==> src/rtl/core/cmgp_pkg.sv <==
`default_nettype none

package cmgp_pkg;

  localparam int SAMPLE_BITS_DEF = 32;
  localparam int FIELD_W = 32;
  localparam int GRAY_W = 8;
  localparam int LEVEL_IDX_W = 3;
  localparam int MULT_W = 18;

  // 260100 = 2^18 - 2^11 + 2^2 and 510 = 2^9 - 2^1.
  localparam int AMP_SH_A = 18;
  localparam int AMP_SH_B = 11;
  localparam int AMP_SH_C = 2;
  localparam int INT_SH_A = 9;
  localparam int INT_SH_B = 1;

  typedef enum logic {
    KIND_AMPLITUDE = 1'b0,
    KIND_INTENSITY = 1'b1
  } cmgp_kind_t;

  typedef enum logic {
    MODE_MEASURE = 1'b0,
    MODE_RENDER  = 1'b1
  } cmgp_mode_t;

  typedef enum logic [3:0] {
    S_IDLE,
    S_SQ_RE,
    S_SQ_IM,
    S_SUM,
    S_PEAK,
    S_RHS,
    S_T_SQ,
    S_T_MLO,
    S_T_MHI,
    S_T_CMP,
    S_DONE
  } cmgp_state_t;

  typedef struct packed {
    logic capture;
    logic sq_re;
    logic sq_im;
    logic sum;
    logic peak_upd;
    logic rhs;
    logic trial_sq;
    logic trial_mlo;
    logic trial_mhi;
    logic trial_cmp;
    logic load_out;
  } cmgp_cmd_t;

  typedef struct packed {
    logic render;
    logic peak_zero;
    logic last_step;
  } cmgp_status_t;

endpackage

`default_nettype wire

==> src/rtl/core/cmgp_ctrl.sv <==
`default_nettype none

module cmgp_ctrl (
  input  wire logic                   clk,
  input  wire logic                   rst_n,
  input  wire logic                   in_valid,
  output logic                        in_stall,
  output logic                        out_valid,
  input  wire logic                   out_stall,
  input  wire cmgp_pkg::cmgp_status_t status,
  output cmgp_pkg::cmgp_cmd_t         cmd
);
  import cmgp_pkg::*;

  cmgp_state_t state_r, state_nxt;
  logic        out_valid_r, out_valid_nxt;
  logic        out_free;

  assign out_free = !out_valid_r || !out_stall;

  always_ff @(posedge clk) begin
    if (!rst_n) begin
      state_r     <= S_IDLE;
      out_valid_r <= 1'b0;
    end else begin
      state_r     <= state_nxt;
      out_valid_r <= out_valid_nxt;
    end
  end

  always_comb begin
    state_nxt = state_r;
    unique case (state_r)
      S_IDLE:  if (in_valid) state_nxt = S_SQ_RE;
      S_SQ_RE: state_nxt = S_SQ_IM;
      S_SQ_IM: state_nxt = S_SUM;
      S_SUM:   state_nxt = status.render ? S_RHS : S_PEAK;
      S_PEAK:  state_nxt = S_IDLE;
      S_RHS:   state_nxt = status.peak_zero ? S_DONE : S_T_SQ;
      S_T_SQ:  state_nxt = S_T_MLO;
      S_T_MLO: state_nxt = S_T_MHI;
      S_T_MHI: state_nxt = S_T_CMP;
      S_T_CMP: state_nxt = status.last_step ? S_DONE : S_T_SQ;
      S_DONE:  if (out_free) state_nxt = S_IDLE;
      default: state_nxt = S_IDLE;
    endcase
  end

  always_comb begin
    cmd      = '0;
    in_stall = 1'b1;
    unique case (state_r)
      S_IDLE: begin
        in_stall    = 1'b0;
        cmd.capture = in_valid;
      end
      S_SQ_RE: cmd.sq_re     = 1'b1;
      S_SQ_IM: cmd.sq_im     = 1'b1;
      S_SUM:   cmd.sum       = 1'b1;
      S_PEAK:  cmd.peak_upd  = 1'b1;
      S_RHS:   cmd.rhs       = 1'b1;
      S_T_SQ:  cmd.trial_sq  = 1'b1;
      S_T_MLO: cmd.trial_mlo = 1'b1;
      S_T_MHI: cmd.trial_mhi = 1'b1;
      S_T_CMP: cmd.trial_cmp = 1'b1;
      S_DONE:  cmd.load_out  = out_free;
      default: cmd = '0;
    endcase
  end

  always_comb begin
    if (cmd.load_out) begin
      out_valid_nxt = 1'b1;
    end else if (out_stall) begin
      out_valid_nxt = out_valid_r;
    end else begin
      out_valid_nxt = 1'b0;
    end
  end

  assign out_valid = out_valid_r;

`ifndef NO_ASSERTIONS
  a_load_free: assert property (@(posedge clk) disable iff (!rst_n)
    cmd.load_out |-> (!out_valid_r || !out_stall))
    else $error("Result loaded over a transaction not yet taken.");

  a_accept_starts: assert property (@(posedge clk) disable iff (!rst_n)
    (in_valid && !in_stall) |=> (state_r == S_SQ_RE))
    else $error("Accepted transaction did not start the energy computation.");

  a_out_from_done: assert property (@(posedge clk) disable iff (!rst_n)
    $rose(out_valid_r) |-> $past(state_r == S_DONE))
    else $error("Result appeared without a finished render.");

  a_search_ends: assert property (@(posedge clk) disable iff (!rst_n)
    (state_r == S_T_CMP && status.last_step) |=> (state_r == S_DONE))
    else $error("Level search did not end after its last step.");
`endif

endmodule

`default_nettype wire

==> config.mk <==
export PLATFORM = sky130hd
export DESIGN_NAME = cmgp_ctrl
export DESIGN_NICKNAME = d
export VERILOG_FILES = /design/src/rtl/core/cmgp_pkg.sv /design/src/rtl/core/cmgp_ctrl.sv
export SDC_FILE = /design/constraint.sdc
export NUM_CORES = 1
export LEC_CHECK = 0
export BUFFER_PORTS_ARGS = -buffer_cell sky130_fd_sc_hd__buf_2
export CAP_MARGIN = 20
export CELL_PAD_IN_SITES_DETAIL_PLACEMENT = 1
export CELL_PAD_IN_SITES_GLOBAL_PLACEMENT = 1
export CORE_UTILIZATION = 30
export CTS_CLUSTER_DIAMETER = 60
export DETAILED_ROUTE_END_ITERATION = 8
export GPL_TIMING_DRIVEN = 0
export PLACE_DENSITY = 0.88
export SYNTH_ARGS = -nofsm -noshare
export SYNTH_HDL_FRONTEND = slang
export SYNTH_SLANG_ARGS = --single-unit
==> constraint.sdc <==
create_clock -name clk -period 1.8 [get_ports clk]
set_input_delay 0.09 -clock clk [delete_from_list [all_inputs] [get_ports clk]]
set_output_delay 0.09 -clock clk [all_outputs]
set_load 0.01 [all_outputs]
* Word level (Yosys, flattened, before mapping)
Index checks and enable logic that the tools add are counted.
Storage, ports and cells: bits in registers 5, bits of input ports 7, output and inout bits 13, logic and storage cells 40
Operators by class: eq/ne operators 13, muxes and demuxes 20, reductions and logical operators 5
Operators with widths (count):
- case mux 4 bit (10 select lines) | 1
- equality test 4 x 3 -> 1 bit, second input constant | 4
- two-way mux 4 bit | 4
- two-way mux 1 bit | 15
- equality test 4 bit, second input constant | 3
- equality test 4 x 2 -> 1 bit, second input constant | 2
- equality test 4 x 1 -> 1 bit, second input constant | 1
- logical NOT 4 bit | 1
- inequality test 2 bit, second input constant | 2
- logical NOT 1 bit | 2
- inequality test 2 x 1 -> 1 bit, second input constant | 1
- AND reduction 2 bit | 1
- logical OR 1 bit | 1

* Depth between registers and ports, before layout
word-level depth 4, mapped depth 4

* Worst setup path before layout
No wires, ideal clock.
path type flip-flop to flip-flop, start reg state_r[0], end reg state_r[2], library setup time 0.088 ns, arrival time 1.026 ns, setup slack 0.686 ns, stages on the path, launching flop included 5, period minus slack after synthesis 1.114 ns, cells stage by stage dfxtp_1 buf_6 inv_4 or3_4 a311oi_2
Between the ends: longest elaborated chain between the ends 3
RTL lines:
- from (decl) | RTL line cmgp_ctrl.sv:15 | cmgp_state_t state_r, state_nxt;
- from (signal assigned) | RTL line cmgp_ctrl.sv:26 | state_r <= state_nxt;
- equality test 4 bit or logical NOT 4 bit (tied branches) | RTL line cmgp_ctrl.sv:33 | unique case (state_r)
- inequality test 2 bit (no line)
- AND reduction 2 bit (no line)
Several ways; a longest one is shown, not always the timed one. A chain may end at the register's enable or synchronous reset.

==> results.py <==
metrics = {
    "routing": {
        "viasPerCell": 5.26,
        "wire_per_inst_um": 13.4,
        "drt-initial-drc-count": 2,
        "drt_pass1_iterations": 2,
        "drc": 0,
        "routed_wl_um": 1210,
        "ant_nets": 0,
        "dr_total_vias": 473,
    },
    "floorplan": {
        "die-area_mm2": 0.00148,
        "die_y_um": 38.5,
        "floorplan.initialDensity_pct": 34.1,
        "io_pins": 20,
        "core-area_mm2": 0.00117,
        "row_count": 12,
        "die_x_um": 38.5,
    },
    "clocking": {
        "htreeDepth": 1,
        "cts_hold_buf": 0,
        "cts_sinks": 5,
        "cts_max_path_buffers": 2,
        "ctsResizeCount": 0,
        "numCtsBuffers": 3,
        "clk_pin_slew_worst_paths_ns": 0.05,
        "clkLatencyLatePin_ns": 0.25,
        "cts_root_buf": "clkbuf_4",
        "cts_setup_buffers": 0,
        "cts_tree": "built",
    },
    "run_status": {
        "status": "finished clean",
    },
    "synthesis": {
        "syn_inst": 53,
        "syn_nets": 60,
        "ys_seq_area_share_pct": 25.1,
        "synth_area_um2": 399,
        "ys_ff_latch": 5,
        "syn_area_per_cell_um2": 7.53,
        "yosysWarningCount": 0,
        "yosysUniqueCellTypes": 26,
    },
    "sta": {
        "whs_ns": 0.0987,
        "fmax_mhz": 651,
        "finalSetupTns_ns": 0,
        "rsz0062_at_grt": "false",
        "tightest_slew_ns": 0.257,
        "maxSlewHeadroom_pct": 82.8,
        "layout_min_cycle_time_ns": 1.54,
        "slew_violations": 0,
        "fin_crit_sh_pct": 85.4,
        "finalSetupViolCount": 0,
        "hold_viol": 0,
        "skew_ns": 0.00269,
        "fin_ws_ns": 0.263,
    },
    "final_layout": {
        "syn_to_final_growth_pct": 34.8,
        "diodes": 0,
        "drive_gt1_share_pct": 39.5,
        "fin_nets": 84,
        "fin_util_pct": 45.9,
    },
    "critical_path": {
        "r2r_start": "state_r[0]$_SDFFE_PN0P_",
        "end_kind": "primary output",
        "worst_r2r_endpoint": "state_r[2]$_SDFFE_PN0P_",
        "crit_type": "flop to primary output",
        "crit_start": "state_r[0]$_SDFFE_PN0P_",
        "r2r_setup_slack_ns": 0.60,
        "critPathLaunchType": "flop",
        "crit_fanout": 10,
        "cp.required_ns": 1.71,
        "arrival_ns": 1.45,
        "reg2regPathDepth": 4,
    },
    "min_path": {
        "hp-class": "primary input to flop",
        "min_from": "rst_n",
        "min_to": "state_r[1]$_SDFFE_PN0P_",
        "hold_path_depth": 2,
    },
    "global_route": {
        "grt_usage_pct": 21.0,
        "grt_pass1_wl_um": 1980,
        "antenna_found_initial": 0,
        "gr-total-overflow": 0,
        "grt_pass1_vias": 457,
        "grt_max_degree": 11,
    },
    "flow_run": {
        "drv_cap": 0,
    },
    "placement": {
        "place_hpwl_um": 940,
        "numPortBuffers": 19,
        "dp_slack_ns": 0.522,
        "gp_congestion": 0.779,
    },
    "pwr": {
        "powerDensity_mw_per_mm2": 825,
        "leakagePower_uw": 0.000262,
        "ir_drop_uv": 437,
    },
}
==> placed cells by master, fill, tap and decap left out, drive strengths merged <==
cell / instances
a21boi: 1
a22o: 1
a311oi: 1
a32oi: 1
and3: 1
buf: 24
clkbuf: 4
dfxtp: 5
inv: 2
mux2i: 1
nand2: 5
nand2b: 5
nand3: 1
nor2: 9
nor3: 6
nor3b: 1
o2111a: 1
o21a: 1
o31a: 1
o32a: 1
o32ai: 1
or3: 2
xor2: 1
==> sequential cells by signal, summed over array words and instances, names as in the netlist <==
signal and flops:
state_r 4, out_valid 1
==> power by group <==
| group | internal (µW) | total [µW] | switching, µW |
|---|---|---|---|
| registers | 122 | 131 | 8.85 |
| logic | 76.0 | 175 | 99.3 |
| clock network | 84.3 | 138 | 53.9 |
| total | 282 | 444 | 162 |
==> logic make-up after synthesis <==
logic type                synth area share (%)
DFF                                       25.1
muxes                                     2.51
and+or+nand+nor                           37.6
buffers and inverters                     11.0
xor gates and xnor gates                  2.19
AOI/OAI and AO/OA                         21.6
==> layout make-up <==
cell class | instances | area (µm²)
Buffer | 5 | 33.8
Clock buffer | 4 | 26.3
Fill cell | 165 | 633
Inverter | 2 | 10.0
Multi-Input combinational cell | 41 | 255
Sequential cell | 5 | 100
Tap cell | 14 | 17.5
Timing Repair Buffer | 19 | 95.1
==> layer usage <==
layer / GRT usage (%) / routed length (µm)
met3: 5.23 / 46
met2: 33.5 / 603
met4: 18.1 / 51
met1: 23.0 / 506
met5: 0 / 0
==> metrics by stage <==
| step | instances | power [µW] | instance area (µm²) |
|---|---|---|---|
| 2_1_floorplan | 53 | 254 | 399 |
| 3_3_place_gp | 86 | 302 | 512 |
| 3_5_place_dp | 86 | 309 | 512 |
| 4_1_cts | 90 | 450 | 538 |
| 5_1_grt | 90 | 484 | 538 |
| 6_report | 90 | 444 | 538 |
==> worst max-delay path: stages, from the launching register on <==
cell	delay (ns)
dfxtp_1	0.32
buf_6	0.14
nand2b_1	0.19
nor3b_1	0.28
buf_4	0.15
buf_2	0.11
==> how the worst max path moves through the flow <==
stage | end | slack, ns | cells after the start
detailed placement | cmd[0] | 0.52 | 5
global route | cmd[0] | 0.17 | 5
floorplan | state_r[2]$_SDFFE_PN0P_ | 0.69 | 4
global placement | state_r[2]$_SDFFE_PN0P_ | 0.62 | 4
finish | cmd[0] | 0.26 | 5
CTS | cmd[0] | 0.24 | 5
==> synth_stat cells (all sizes together) <==
| cell type | n | share of area, % |
|---|---|---|
| o21a | 1 | 1.9 |
| dfxtp | 5 | 25 |
| nor3 | 6 | 7.5 |
| a311oi | 1 | 3.8 |
| a22o | 1 | 2.2 |
| nor2 | 9 | 8.5 |
| xor2 | 1 | 2.2 |
| nand2b | 5 | 7.8 |
| nand3 | 1 | 1.3 |
| a21boi | 1 | 1.9 |
| o31a | 1 | 2.2 |
| nor3b | 1 | 1.9 |
| and3 | 1 | 1.6 |
| o2111a | 1 | 2.8 |
| inv | 2 | 2.5 |
| a32oi | 1 | 2.2 |
| nand2 | 5 | 4.7 |
| buf | 5 | 8.5 |
| or3 | 2 | 4.4 |
| o32ai | 1 | 2.2 |
| o32a | 1 | 2.5 |
| mux2i | 1 | 2.5 |
No activity file was read; power rests on OpenSTA's default activity.
